--- src/rtl/dpcm_pkg.sv ---
// ----------------------------------------------------------------------------
// dpcm_pkg
// Shared types and constants of the dpcm prefix-class pixel encoder.
// ----------------------------------------------------------------------------
package dpcm_pkg;

  localparam int MAX_CHANNELS = 3;
  localparam int NUM_CLASSES  = 4;
  localparam int MAX_RESULTS  = 3;
  localparam int FIFO_DEPTH   = 8;
  localparam int CFG_IDX_W    = 3;
  localparam int CFG_DATA_W   = 4;
  localparam int CH_W         = 2;
  localparam int CODE_W       = 11;

  // class prefixes 0, 10, 110, 111
  localparam logic [2:0] PREFIX_CODE [NUM_CLASSES] = '{3'd0, 3'd2, 3'd6, 3'd7};
  localparam logic [3:0] PREFIX_LEN  [NUM_CLASSES] = '{4'd1, 4'd2, 4'd3, 4'd3};

  localparam logic [2:0] CFG_COLOR_MODE  = 3'd0;
  localparam logic [2:0] CFG_CLASS0_BITS = 3'd1;
  localparam logic [2:0] CFG_CLASS1_BITS = 3'd2;
  localparam logic [2:0] CFG_CLASS2_BITS = 3'd3;
  localparam logic [2:0] CFG_CLASS3_BITS = 3'd4;

  typedef struct packed {
    logic [7:0] sample;
    logic       first_of_image;
    logic       last_of_image;
  } in_word_t;

  typedef struct packed {
    logic [7:0] out_byte;
    logic       is_seed;
    logic       run_end;
    logic       image_end;
  } out_word_t;

  typedef struct packed {
    logic                        color_mode;
    logic [NUM_CLASSES-1:0][3:0] class_bits;
  } cfg_t;

  // words produced by one sample, slot 0 first
  typedef struct packed {
    logic [1:0]                  count;
    out_word_t [MAX_RESULTS-1:0] slot;
  } batch_t;

endpackage

--- src/rtl/dpcm_prefix_class_pixel_encoder_unit.sv ---
// ----------------------------------------------------------------------------
// dpcm_prefix_class_pixel_encoder_unit
// Dpcm pixel encoder with prefix-class codes, byte-wide output stream.
// ----------------------------------------------------------------------------
// A sample enters an input register, is coded into zero to three output words
// (seed byte, full code bytes, flush byte) and pushed into an eight-entry
// output queue; the output port moves one word per cycle while out_ready is
// high. The encode stage waits while fewer than three queue entries are free.
// Configuration registers may only be written while the block is idle; there
// is no clearing pass after reset.
module dpcm_prefix_class_pixel_encoder_unit #(
  parameter int MAX_CHANNELS = dpcm_pkg::MAX_CHANNELS
) (
  input  logic                                clk,
  input  logic                                rst,
  input  logic                                in_valid,
  output logic                                in_ready,
  input  dpcm_pkg::in_word_t                  in_data,
  output logic                                out_valid,
  input  logic                                out_ready,
  output dpcm_pkg::out_word_t                 out_data,
  input  logic                                cfg_we,
  input  logic [dpcm_pkg::CFG_IDX_W-1:0]      cfg_index,
  input  logic [dpcm_pkg::CFG_DATA_W-1:0]     cfg_data
);

  dpcm_pkg::cfg_t     cfg;
  dpcm_pkg::in_word_t hold_word;
  logic               hold_valid;
  logic               fire;
  logic               room;
  dpcm_pkg::batch_t   batch;

  always_ff @(posedge clk) begin
    if (rst) begin
      cfg.color_mode    <= 1'b0;
      cfg.class_bits[0] <= 4'd1;
      cfg.class_bits[1] <= 4'd2;
      cfg.class_bits[2] <= 4'd4;
      cfg.class_bits[3] <= 4'd8;
    end else if (cfg_we) begin
      unique case (cfg_index)
        dpcm_pkg::CFG_COLOR_MODE:  cfg.color_mode    <= cfg_data[0];
        dpcm_pkg::CFG_CLASS0_BITS: cfg.class_bits[0] <= cfg_data;
        dpcm_pkg::CFG_CLASS1_BITS: cfg.class_bits[1] <= cfg_data;
        dpcm_pkg::CFG_CLASS2_BITS: cfg.class_bits[2] <= cfg_data;
        dpcm_pkg::CFG_CLASS3_BITS: cfg.class_bits[3] <= cfg_data;
        default: ;
      endcase
    end
  end

  assign fire     = hold_valid && room;
  assign in_ready = !hold_valid || fire;

  always_ff @(posedge clk) begin
    if (rst) begin
      hold_valid <= 1'b0;
    end else if (in_valid && in_ready) begin
      hold_valid <= 1'b1;
    end else if (fire) begin
      hold_valid <= 1'b0;
    end
  end

  always_ff @(posedge clk) begin
    if (in_valid && in_ready) begin
      hold_word <= in_data;
    end
  end

  dpcm_encode_core #(
    .MAX_CHANNELS(MAX_CHANNELS)
  ) u_core (
    .clk  (clk),
    .rst  (rst),
    .cfg  (cfg),
    .item (hold_word),
    .fire (fire),
    .batch(batch)
  );

  dpcm_byte_fifo u_fifo (
    .clk      (clk),
    .rst      (rst),
    .push     (fire),
    .batch    (batch),
    .pop      (out_valid && out_ready),
    .head     (out_data),
    .not_empty(out_valid),
    .room     (room)
  );

endmodule

--- src/rtl/dpcm_encode_core.sv ---
// ----------------------------------------------------------------------------
// dpcm_encode_core
// Channel state, prediction, class coding and bit packing of one sample.
// ----------------------------------------------------------------------------
module dpcm_encode_core #(
  parameter int MAX_CHANNELS = dpcm_pkg::MAX_CHANNELS
) (
  input  logic              clk,
  input  logic              rst,
  input  dpcm_pkg::cfg_t    cfg,
  input  dpcm_pkg::in_word_t item,
  input  logic              fire,
  output dpcm_pkg::batch_t  batch
);

  localparam int IDX_W     = (MAX_CHANNELS > 1) ? $clog2(MAX_CHANNELS) : 1;
  localparam int RGB_CHANS = (MAX_CHANNELS < 3) ? MAX_CHANNELS : 3;

  logic [6:0] prev_halved [MAX_CHANNELS];
  logic [7:0] bit_acc;
  logic [2:0] bits_pending;
  logic [dpcm_pkg::CH_W-1:0] channel_index;
  logic [1:0] seeds_done;

  logic [dpcm_pkg::CH_W-1:0] chans, ch0, ch, ch_next;
  logic [1:0]  seeds0, seeds_next;
  logic [7:0]  acc0, acc_next;
  logic [2:0]  pend0, pend_next;
  logic        seed;
  logic [6:0]  halved, prev;
  logic [7:0]  diff, folded;
  logic [3:0]  nb [dpcm_pkg::NUM_CLASSES];
  logic [10:0] lo [dpcm_pkg::NUM_CLASSES+1];
  logic        hit;
  logic [1:0]  q_sel;
  logic [3:0]  code_len;
  logic [dpcm_pkg::CODE_W-1:0] code;
  logic [4:0]  total;
  logic [18:0] packed_bits;
  logic [23:0] window;
  logic [1:0]  nfull;
  logic [2:0]  rem;
  logic        flush;
  logic [7:0]  wb [dpcm_pkg::MAX_RESULTS];
  logic [1:0]  count;

  always_comb begin
    chans  = cfg.color_mode ? dpcm_pkg::CH_W'(RGB_CHANS) : dpcm_pkg::CH_W'(1);
    ch0    = item.first_of_image ? '0 : channel_index;
    seeds0 = item.first_of_image ? '0 : seeds_done;
    acc0   = item.first_of_image ? '0 : bit_acc;
    pend0  = item.first_of_image ? '0 : bits_pending;
    ch     = (ch0 >= chans) ? '0 : ch0;
    seed   = ({1'b0, seeds0} < {1'b0, chans});
    halved = item.sample[7:1];
    prev   = prev_halved[ch[IDX_W-1:0]];
    diff   = {1'b0, halved} - {1'b0, prev};
    // zigzag fold: 2d for d >= 0, -2d-1 otherwise
    folded = {diff[6:0], 1'b0} ^ {8{diff[7]}};
  end

  // cumulative class bounds and first class that holds the folded value
  always_comb begin
    lo[0] = '0;
    for (int q = 0; q < dpcm_pkg::NUM_CLASSES; q++) begin
      nb[q]   = (cfg.class_bits[q] > 4'd8) ? 4'd8 : cfg.class_bits[q];
      lo[q+1] = lo[q] + (11'd1 << nb[q]);
    end
    hit   = 1'b0;
    q_sel = '0;
    for (int q = 0; q < dpcm_pkg::NUM_CLASSES; q++) begin
      if (!hit && ({3'b0, folded} < lo[q+1])) begin
        hit   = 1'b1;
        q_sel = 2'(q);
      end
    end
  end

  always_comb begin
    if (seed || !hit) begin
      code_len = '0;
      code     = '0;
    end else begin
      code_len = dpcm_pkg::PREFIX_LEN[q_sel] + nb[q_sel];
      code     = (dpcm_pkg::CODE_W'(dpcm_pkg::PREFIX_CODE[q_sel]) << nb[q_sel])
               | ({3'b0, folded} - lo[q_sel]);
    end
    total       = {2'b0, pend0} + {1'b0, code_len};
    packed_bits = ({11'b0, acc0} << code_len) | {8'b0, code};
    // left-align pending and new bits, msb first
    window      = {5'b0, packed_bits} << (5'd24 - total);
    nfull       = total[4:3];
    rem         = total[2:0];
    flush       = item.last_of_image && (rem != '0);
    acc_next    = packed_bits[7:0] & ~(8'hFF << rem);
    for (int k = 0; k < dpcm_pkg::MAX_RESULTS; k++) begin
      wb[k] = window[23-8*k -: 8];
    end
    count = seed ? (2'd1 + {1'b0, flush}) : (nfull + {1'b0, flush});
  end

  always_comb begin
    batch.count = count;
    for (int k = 0; k < dpcm_pkg::MAX_RESULTS; k++) begin
      batch.slot[k] = '0;
    end
    if (seed) begin
      batch.slot[0].out_byte = item.sample;
      batch.slot[0].is_seed  = 1'b1;
      batch.slot[1].out_byte = wb[0];
    end else begin
      for (int k = 0; k < dpcm_pkg::MAX_RESULTS; k++) begin
        batch.slot[k].out_byte = wb[k];
      end
    end
    for (int k = 0; k < dpcm_pkg::MAX_RESULTS; k++) begin
      if (count != '0 && 2'(k) == count - 2'd1) begin
        batch.slot[k].run_end   = 1'b1;
        batch.slot[k].image_end = item.last_of_image;
      end
    end
  end

  always_comb begin
    if (item.last_of_image) begin
      ch_next    = '0;
      seeds_next = '0;
      pend_next  = '0;
    end else begin
      ch_next    = ({1'b0, ch} + 3'd1 >= {1'b0, chans}) ? '0 : ch + 2'd1;
      seeds_next = seed ? seeds0 + 2'd1 : seeds0;
      pend_next  = rem;
    end
  end

  always_ff @(posedge clk) begin
    if (rst) begin
      bit_acc       <= '0;
      bits_pending  <= '0;
      channel_index <= '0;
      seeds_done    <= '0;
      for (int i = 0; i < MAX_CHANNELS; i++) begin
        prev_halved[i] <= '0;
      end
    end else if (fire) begin
      bit_acc       <= item.last_of_image ? '0 : acc_next;
      bits_pending  <= pend_next;
      channel_index <= ch_next;
      seeds_done    <= seeds_next;
      prev_halved[ch[IDX_W-1:0]] <= halved;
    end
  end

endmodule

--- src/rtl/dpcm_byte_fifo.sv ---
// ----------------------------------------------------------------------------
// dpcm_byte_fifo
// Output word queue: takes up to three words a cycle, hands out one.
// ----------------------------------------------------------------------------
module dpcm_byte_fifo (
  input  logic                clk,
  input  logic                rst,
  input  logic                push,
  input  dpcm_pkg::batch_t    batch,
  input  logic                pop,
  output dpcm_pkg::out_word_t head,
  output logic                not_empty,
  output logic                room
);

  localparam int PTR_W = $clog2(dpcm_pkg::FIFO_DEPTH);
  localparam int CNT_W = PTR_W + 1;

  dpcm_pkg::out_word_t mem [dpcm_pkg::FIFO_DEPTH];
  logic [PTR_W-1:0] wr_ptr, rd_ptr;
  logic [CNT_W-1:0] count;
  logic [CNT_W-1:0] push_n;

  assign push_n    = push ? CNT_W'(batch.count) : '0;
  assign not_empty = (count != '0);
  assign room      = (count <= CNT_W'(dpcm_pkg::FIFO_DEPTH - dpcm_pkg::MAX_RESULTS));
  assign head      = mem[rd_ptr];

  always_ff @(posedge clk) begin
    if (push) begin
      for (int k = 0; k < dpcm_pkg::MAX_RESULTS; k++) begin
        if (2'(k) < batch.count) begin
          mem[wr_ptr + PTR_W'(k)] <= batch.slot[k];
        end
      end
    end
  end

  always_ff @(posedge clk) begin
    if (rst) begin
      wr_ptr <= '0;
      rd_ptr <= '0;
      count  <= '0;
    end else begin
      wr_ptr <= wr_ptr + push_n[PTR_W-1:0];
      rd_ptr <= rd_ptr + PTR_W'(pop);
      count  <= count + push_n - CNT_W'(pop);
    end
  end

endmodule

--- config.mk ---
export PLATFORM = sky130hd
export DESIGN_NAME = dpcm_prefix_class_pixel_encoder_unit
export DESIGN_NICKNAME = d
export VERILOG_FILES = /design/src/rtl/dpcm_pkg.sv /design/src/rtl/dpcm_prefix_class_pixel_encoder_unit.sv /design/src/rtl/dpcm_encode_core.sv /design/src/rtl/dpcm_byte_fifo.sv
export SDC_FILE = /design/constraint.sdc
export NUM_CORES = 1
export LEC_CHECK = 0
export ABC_AREA = 1
export BUFFER_PORTS_ARGS = -buffer_cell sky130_fd_sc_hd__buf_2
export CORE_ASPECT_RATIO = 0.6
export CORE_MARGIN = 2
export CORE_UTILIZATION = 45
export CTS_CLUSTER_SIZE = 14
export DETAILED_ROUTE_END_ITERATION = 8
export PLACE_DENSITY = 0.59
export SLEW_MARGIN = 10
export SYNTH_ARGS = -nofsm -noshare
export SYNTH_HDL_FRONTEND = slang
export SYNTH_SLANG_ARGS = --single-unit
--- constraint.sdc ---
create_clock -name clk -period 17.5 [get_ports clk]
set_input_delay 0.875 -clock clk [delete_from_list [all_inputs] [get_ports clk]]
set_output_delay 0.875 -clock clk [all_outputs]
set_load 0.01 [all_outputs]
# Yosys cells after proc, flatten, opt, wreduce, memory -nomap -nowiden

Memory sizes are Yosys's and may differ from the RTL's. A register that Yosys moved wholly into a read port is not among the register bits.
Index checks and enable logic that the tools add are counted.

$add $sub $neg: 20
Multipliers: 0
Div/mod/pow operators: 0
Magnitude comparators: 17
Eq/ne operators: 6
Shift-type cells: 8
Mux-type cells: 66
Bitwise logic cells: 6
Reduce and logical (&&, ||, !) cells: 29

Operators with widths:

| operator                                             | number |
|---|---|
| < comparator 8 x 11 -> 1 bit                         | 4 |
| left shift 1 x 4 -> 11 bit, first input constant     | 4 |
| 2-to-1 mux 8 bit                                     | 5 |
| 2-to-1 mux 4 bit                                     | 9 |
| adder 11 bit                                         | 3 |
| binary-select mux 11 bit (select 3 bit)              | 1 |
| 2-to-1 mux 11 bit                                    | 3 |
| 2-to-1 mux 2 bit                                     | 16 |
| left shift 19 x 5 -> 24 bit                          | 1 |
| 2-to-1 mux 1 bit                                     | 23 |
| OR 19 x 11 -> 19 bit                                 | 1 |
| left shift 8 x 4 -> 19 bit                           | 1 |
| binary-select mux 4 bit (select 2 bit)               | 2 |
| greater-than comparator 4 bit, second input constant | 4 |
| 2-to-1 mux 3 bit                                     | 5 |
| OR 11 bit                                            | 1 |
| left shift 3 x 4 -> 11 bit                           | 1 |
| subtractor 8 x 11 -> 11 bit                          | 1 |
| logical AND 1 bit                                    | 10 |
| AND reduction 2 bit                                  | 5 |
| adder 4 bit                                          | 2 |
| bitwise AND 8 bit                                    | 1 |
| inverter 8 bit                                       | 1 |
| left shift 8 x 3 -> 8 bit, first input constant      | 1 |
| other kinds (38)                                     | 47 |

Bits in registers: 53
Bits in latches: 0
Memory bits (writable): 109
Memory bits (read-only): 0
Input bits: 22
Output and inout port bits: 13
Memories kept: 2

Memories:

| name               | depth | width | read ports | clocked after memory_dff | wr ports | RTL line               | source |
|---|---|---|---|---|---|---|---|
| u_fifo.mem         | 8     | 11    | 1          | 1                        | 3        | dpcm_byte_fifo.sv:19   | `dpcm_pkg::out_word_t mem [dpcm_pkg::FIFO_DEPTH];` |
| u_core.prev_halved | 3     | 7     | 1          | 0                        | 3        | dpcm_encode_core.sv:19 | `logic [6:0] prev_halved [MAX_CHANNELS];` |

# Logic depth before layout (Yosys ltp)

An unclocked memory read counts as a cell.

Depth in word-level cells: 32
Gate-level depth with buffers: 69

# Hierarchy

Synthesis repeated with hierarchy kept, for this count alone.

Cell total of the unflattened synthesis: 2436
Area total of the unflattened synthesis: 16186.8 sq um

By module, submodules not included:

| module                               | instances | cells each | area each (sq um) |
|---|---|---|---|
| dpcm_encode_core                     | 1         | 1377       | 8155.3 |
| dpcm_byte_fifo                       | 1         | 930        | 6931.6 |
| dpcm_prefix_class_pixel_encoder_unit | 1         | 129        | 1099.8 |

# Worst setup path after synthesis

OpenSTA, ideal clock, no wires.

Path kind: register to register
Start point: reg hold_word[1] (netlist bit)
End point: reg u_fifo.count[3]
Library setup time: 0.070 ns
Arrival: 9.017 ns
Slack: 8.413 ns
Stages on the path, launching flop included: 55
Path buffers: 5
Path through: edfxtp_1 > clkbuf_1 > nor2_1 > ha_1 > a31o_2 > nor3_1 > clkinv_1 > nand3_1 > nand2_1 > ha_1 > buf_2 > nand2_1 > nor2_1 > nand2_1 > nand2_2 > buf_6 > xor2_1 > ha_1 > [... 19 more ...] > nand2_1 > inv_1 > nor2_1 > inv_1 > ha_1 > nor2_1 > ha_1 > xor2_2 > inv_2 > nor2_8 > inv_4 > ha_1 > inv_1 > ha_1 > a21o_1 > a21oi_1 > o21ai_0 > a21oi_1

Longest elaborated chain between the ends: 31
Elaborated cells between the ends (all ways): 46
Those cells by class: 7 x add/sub; 6 x order compare; 20 x mux; 2 x bitwise; 10 x reduce/logical; 1 x memory

Ends and longest elaborated chain:

| what                                                                | RTL line                                   | source |
|---|---|---|
| from (decl)                                                         | dpcm_prefix_class_pixel_encoder_unit.sv:28 | `dpcm_pkg::in_word_t hold_word;` |
| from (signal assigned)                                              | dpcm_prefix_class_pixel_encoder_unit.sv:68 | `hold_word <= in_data;` |
| 2-to-1 mux 2 bit                                                    | dpcm_encode_core.sv:49                     | `ch0 = item.first_of_image ? '0 : channel_index;` |
| >= comparator 2 bit                                                 | dpcm_encode_core.sv:53                     | `ch = (ch0 >= chans) ? '0 : ch0;` |
| 2-to-1 mux 2 bit                                                    | dpcm_encode_core.sv:53                     |  |
| memory (3 x 7 bit)                                                  | n/a                                        |  |
| subtractor 7 x 7 -> 8 bit                                           | dpcm_encode_core.sv:57                     | `diff = {1'b0, halved} - {1'b0, prev};` |
| bitwise XOR 8 bit                                                   | dpcm_encode_core.sv:59                     | `folded = {diff[6:0], 1'b0} ^ {8{diff[7]}};` |
| < comparator 8 x 11 -> 1 bit                                        | dpcm_encode_core.sv:72                     | `if (!hit && ({3'b0, folded} < lo[q+1])) begin` |
| 2-to-1 mux 1 bit                                                    | dpcm_encode_core.sv:72                     |  |
| [... 15 more ...]                                                   | n/a                                        |  |
| adder 3 x 4 -> 5 bit                                                | dpcm_encode_core.sv:88                     | `total = {2'b0, pend0} + {1'b0, code_len};` |
| nonzero test 3 bit                                                  | dpcm_encode_core.sv:94                     | `flush = item.last_of_image && (rem != '0);` |
| logical AND 1 bit                                                   | dpcm_encode_core.sv:94                     |  |
| adder 2 x 1 -> 2 bit / adder 1 x 1 -> 2 bit (equally long branches) | dpcm_encode_core.sv:99                     | `count = seed ? (2'd1 + {1'b0, flush}) : (nfull + {1'b0, flush});` |
| 2-to-1 mux 2 bit (*)                                                | dpcm_encode_core.sv:99                     |  |
| 2-to-1 mux 2 bit (*)                                                | dpcm_byte_fifo.sv:24                       | `assign push_n = push ? CNT_W'(batch.count) : '0;` |
| adder 4 bit (*)                                                     | dpcm_byte_fifo.sv:47                       | `count <= count + push_n - CNT_W'(pop);` |
| subtractor 4 x 1 -> 4 bit (*)                                       | dpcm_byte_fifo.sv:47                       |  |
| to (signal assigned)                                                | dpcm_byte_fifo.sv:47                       |  |
| to (decl)                                                           | dpcm_byte_fifo.sv:21                       | `logic [CNT_W-1:0] count;` |

Mark *: on every way between the ends. The rest lies on a longest branch, timed or not. The select of a mux whose other input is x is not followed.
A chain may end at the register's enable or synchronous reset.

==> qor.txt <==
Final HPWL DP - 43100 um
Slowest stage delay, CP - 870 ps
Setup bufs post-CTS - 0
Syn_area_per_cell - 6.76 sq um
Crit-path max FO - 33
# hold bufs at CTS - 0
Min-Delay Path Class - reg2reg
Clk_skew - 15.7 ps
H-tree levels - 4
Vias - 15300
GRT overflow - 0
Fmax achieved - 76.4 MHz
Clk root buf - clkbuf_16
Syn Inst Count - 2219
Final Critical Period - 13090 ps
Pre-antenna DRT Iters - 6
Die Width - 240 um
Global Route Usage Sum - 0.310
CP Launch Type - register
Placed Area - 15400 sq um
Post_cts resized - 0
Power, Total - 1.90 mW
Post-Route WL - 54200 um
Port Buffers - 34
Int Pwr - 953 uW
Largest net degree at the start of global routing - 47
Finished Cell Area - 16000 sq um
Non-filler cells, final - 2671
Die ar. - 34800 sq um
I/O pins - 35
Routability cong. - 0.999
First-pass GRT wire length - 80900 um
Register area share after synthesis - 0.303
Crit. End Element - register
CTS sink count - 168
Share of layout cells above drive strength 1 - 0.0833
Setup violators final - 0
Starting density of the core - 0.460
CTS tree - yes
Antenna diodes - 0
Comb power frac - 0.548
Slowest CP cell - ha_1
1st-iter DRT viols - 2144
Run status - complete, no violations
Final Hold Viols - 0
Switching Power - 949 uW
RSZ-0062 raised after global routing - no
Synth Cell Area - 15000 sq um
WL/cell - 20.3 um
Core area - 32600 sq um
Power per cell area - 119 nW/um^2
Via-to-Cell Ratio - 5.74
Nets - 2337
Switch share - 0.499
Worst reg2reg setup slack - 4410 ps
Die height - 145 um
Initial antenna violation count - 1
Sequential fraction of design power - 0.248
Clock power share - 0.204
Crit share post-route - 0.748
Clk buf depth - 2
Worst Path Arrival - 13200 ps
Number of buffers created by CTS - 17
Buf/Inv on CP - 6
Asr flop ratio synth - 0
Top_reg_cell synth - edfxtp_1
Fin. max-slew vios - 0
Clk_lat worst skew - 450 ps
Vias in the first global route - 13400
Synth Warn # - 0
Leakage - 7.36 nW
Number of nets with antenna violations after routing - 0
Clk slew on worst S/H paths - 80 ps
Placement Rows - 51
Max-slew headroom - 0.202
Crit path kind - reg2reg
Yosys reg bits - 168
Max-cap violations - 0
Post-route DRC - 0
Cells after DPL - 2639
Slew at the pin closest to its max-slew limit - 1200 ps
Setup TNS - 0 ps
Post-synth EDFFs - 118
Post-route worst setup slack - 4410 ps
Pre-CTS WS - 4800 ps
CP top delay family - simple AND/OR/NAND/NOR gates
Distinct cells, synth - 59
Worst Path Required - 17610 ps
Synth-to-layout area growth - 7.02%
Most used cell, CP - ha_1
Worst vdd ir - 0.000104 V
==> path summary, 6_finish.rpt <==
check,start,endpoint,cells past startpoint
hold / removal,hold_word[3],u_core.prev_halved[3][0],0
hold reg to reg,hold_word[3],u_core.prev_halved[3][0],0
setup reg to reg,hold_word[1],u_fifo.mem[3][8],38
setup / recovery,hold_word[1],u_fifo.mem[3][8],38
==> routing by layer <==
| metal | track usage | wire [um] |
|---|---|---|
| met3 | 0.136 | 8330 |
| met4 | 0.0472 | 428 |
| met2 | 0.341 | 17800 |
| met5 | 0 | 0 |
| met1 | 0.524 | 27700 |
==> cell usage after synthesis (5+ instances only) <==
cell type,number,area (sq um)
nand2_1,609,2290
nand3_1,321,1610
inv_1,235,882
nor2_1,222,833
edfxtp_1,118,3540
a21oi_1,99,495
ha_1,97,1210
o21ai_0,97,485
dfxtp_1,50,1000
clkbuf_1,41,154
nand4_1,25,156
a31oi_1,21,131
inv_2,20,75.1
nand2_2,20,125
nor3_1,20,100
buf_2,19,95.1
nor2_2,19,119
xor2_1,18,158
o22ai_1,17,106
xnor2_1,17,149
nand3_2,12,120
fa_1,10,200
o211ai_1,10,75.1
buf_4,9,67.6
nand3b_1,7,52.6
clkinv_1,6,22.5
o21ai_2,6,52.6
a21o_1,5,37.5
and2_1,5,31.3
buf_1,5,18.8
==> power by group through the flow <==
stage | logic [mW] | clock network [mW] | registers (mW)
2_1_floorplan | 0.714 | 0 | 0.470
3_3_place_gp | 0.986 | 0 | 0.479
3_5_place_dp | 0.989 | 0 | 0.479
4_1_cts | 0.996 | 0.392 | 0.470
5_1_grt | 1.14 | 0.409 | 0.473
6_report | 1.04 | 0.388 | 0.471
==> metrics by stage <==
step,hold WS (ps),utilization
finish,452,0.492
CTS,452,0.492
global placement,438,0.474
floorplan,426,-
detailed placement,434,0.474
global route,489,0.492
==> placed cells by master, fill, tap and decap left out, types with 18 or more instances in the layout <==
cell type / n
nor3_1: 20
a31oi_1: 21
ha_1: 97
edfxtp_1: 118
nand2_2: 20
o21ai_0: 97
nand3_1: 321
nand4_1: 25
xor2_1: 18
inv_1: 235
buf_2: 34
dfxtp_1: 50
nor2_2: 19
a21oi_1: 99
nand2_1: 609
nor2_1: 222
inv_2: 20
==> flip-flops by register name, summed over array words and instances (netlist names), 3 cells and up <==
| name | count |
|---|---|
| hold_word | 10 |
| u_fifo.wr_ptr | 3 |
| u_fifo.mem | 88 |
| u_fifo.rd_ptr | 3 |
| u_core.bit_acc | 7 |
| u_core.prev_halved | 28 |
| u_fifo.count | 4 |
| u_core.bits_pending | 3 |
| cfg | 17 |
==> cells by family after synthesis <==
family,share of synthesized area
AND/OR/NAND/NOR,0.379
buffers and inverters,0.0910
AO/OA/AOI/OAI,0.109
flip-flops,0.303
adder cells (fa/ha/maj),0.0943
XOR/XNOR,0.0237
other,0.000250
==> worst register-to-register path, delay by kind of cell (launching register included) <==
kind	cells	cell delay (ps)
AOI/OAI and AO/OA	5	910
and+or+nand+nor	18	5300
buffers and inverters	6	2130
xor gates and xnor gates	2	1030
adders and majority gates	7	2810
DFF	1	570
==> area by class of cell <==
class | instances | area [sq um]
inverter | 264 | 996
multi-input combinational | 1713 | 9090
timing repair buffer | 44 | 245
clock buffer | 17 | 425
fill | 3292 | 16600
tap | 450 | 563
sequential | 168 | 4540
clock inverter | 15 | 176
Power figures use the tool's default switching activity.
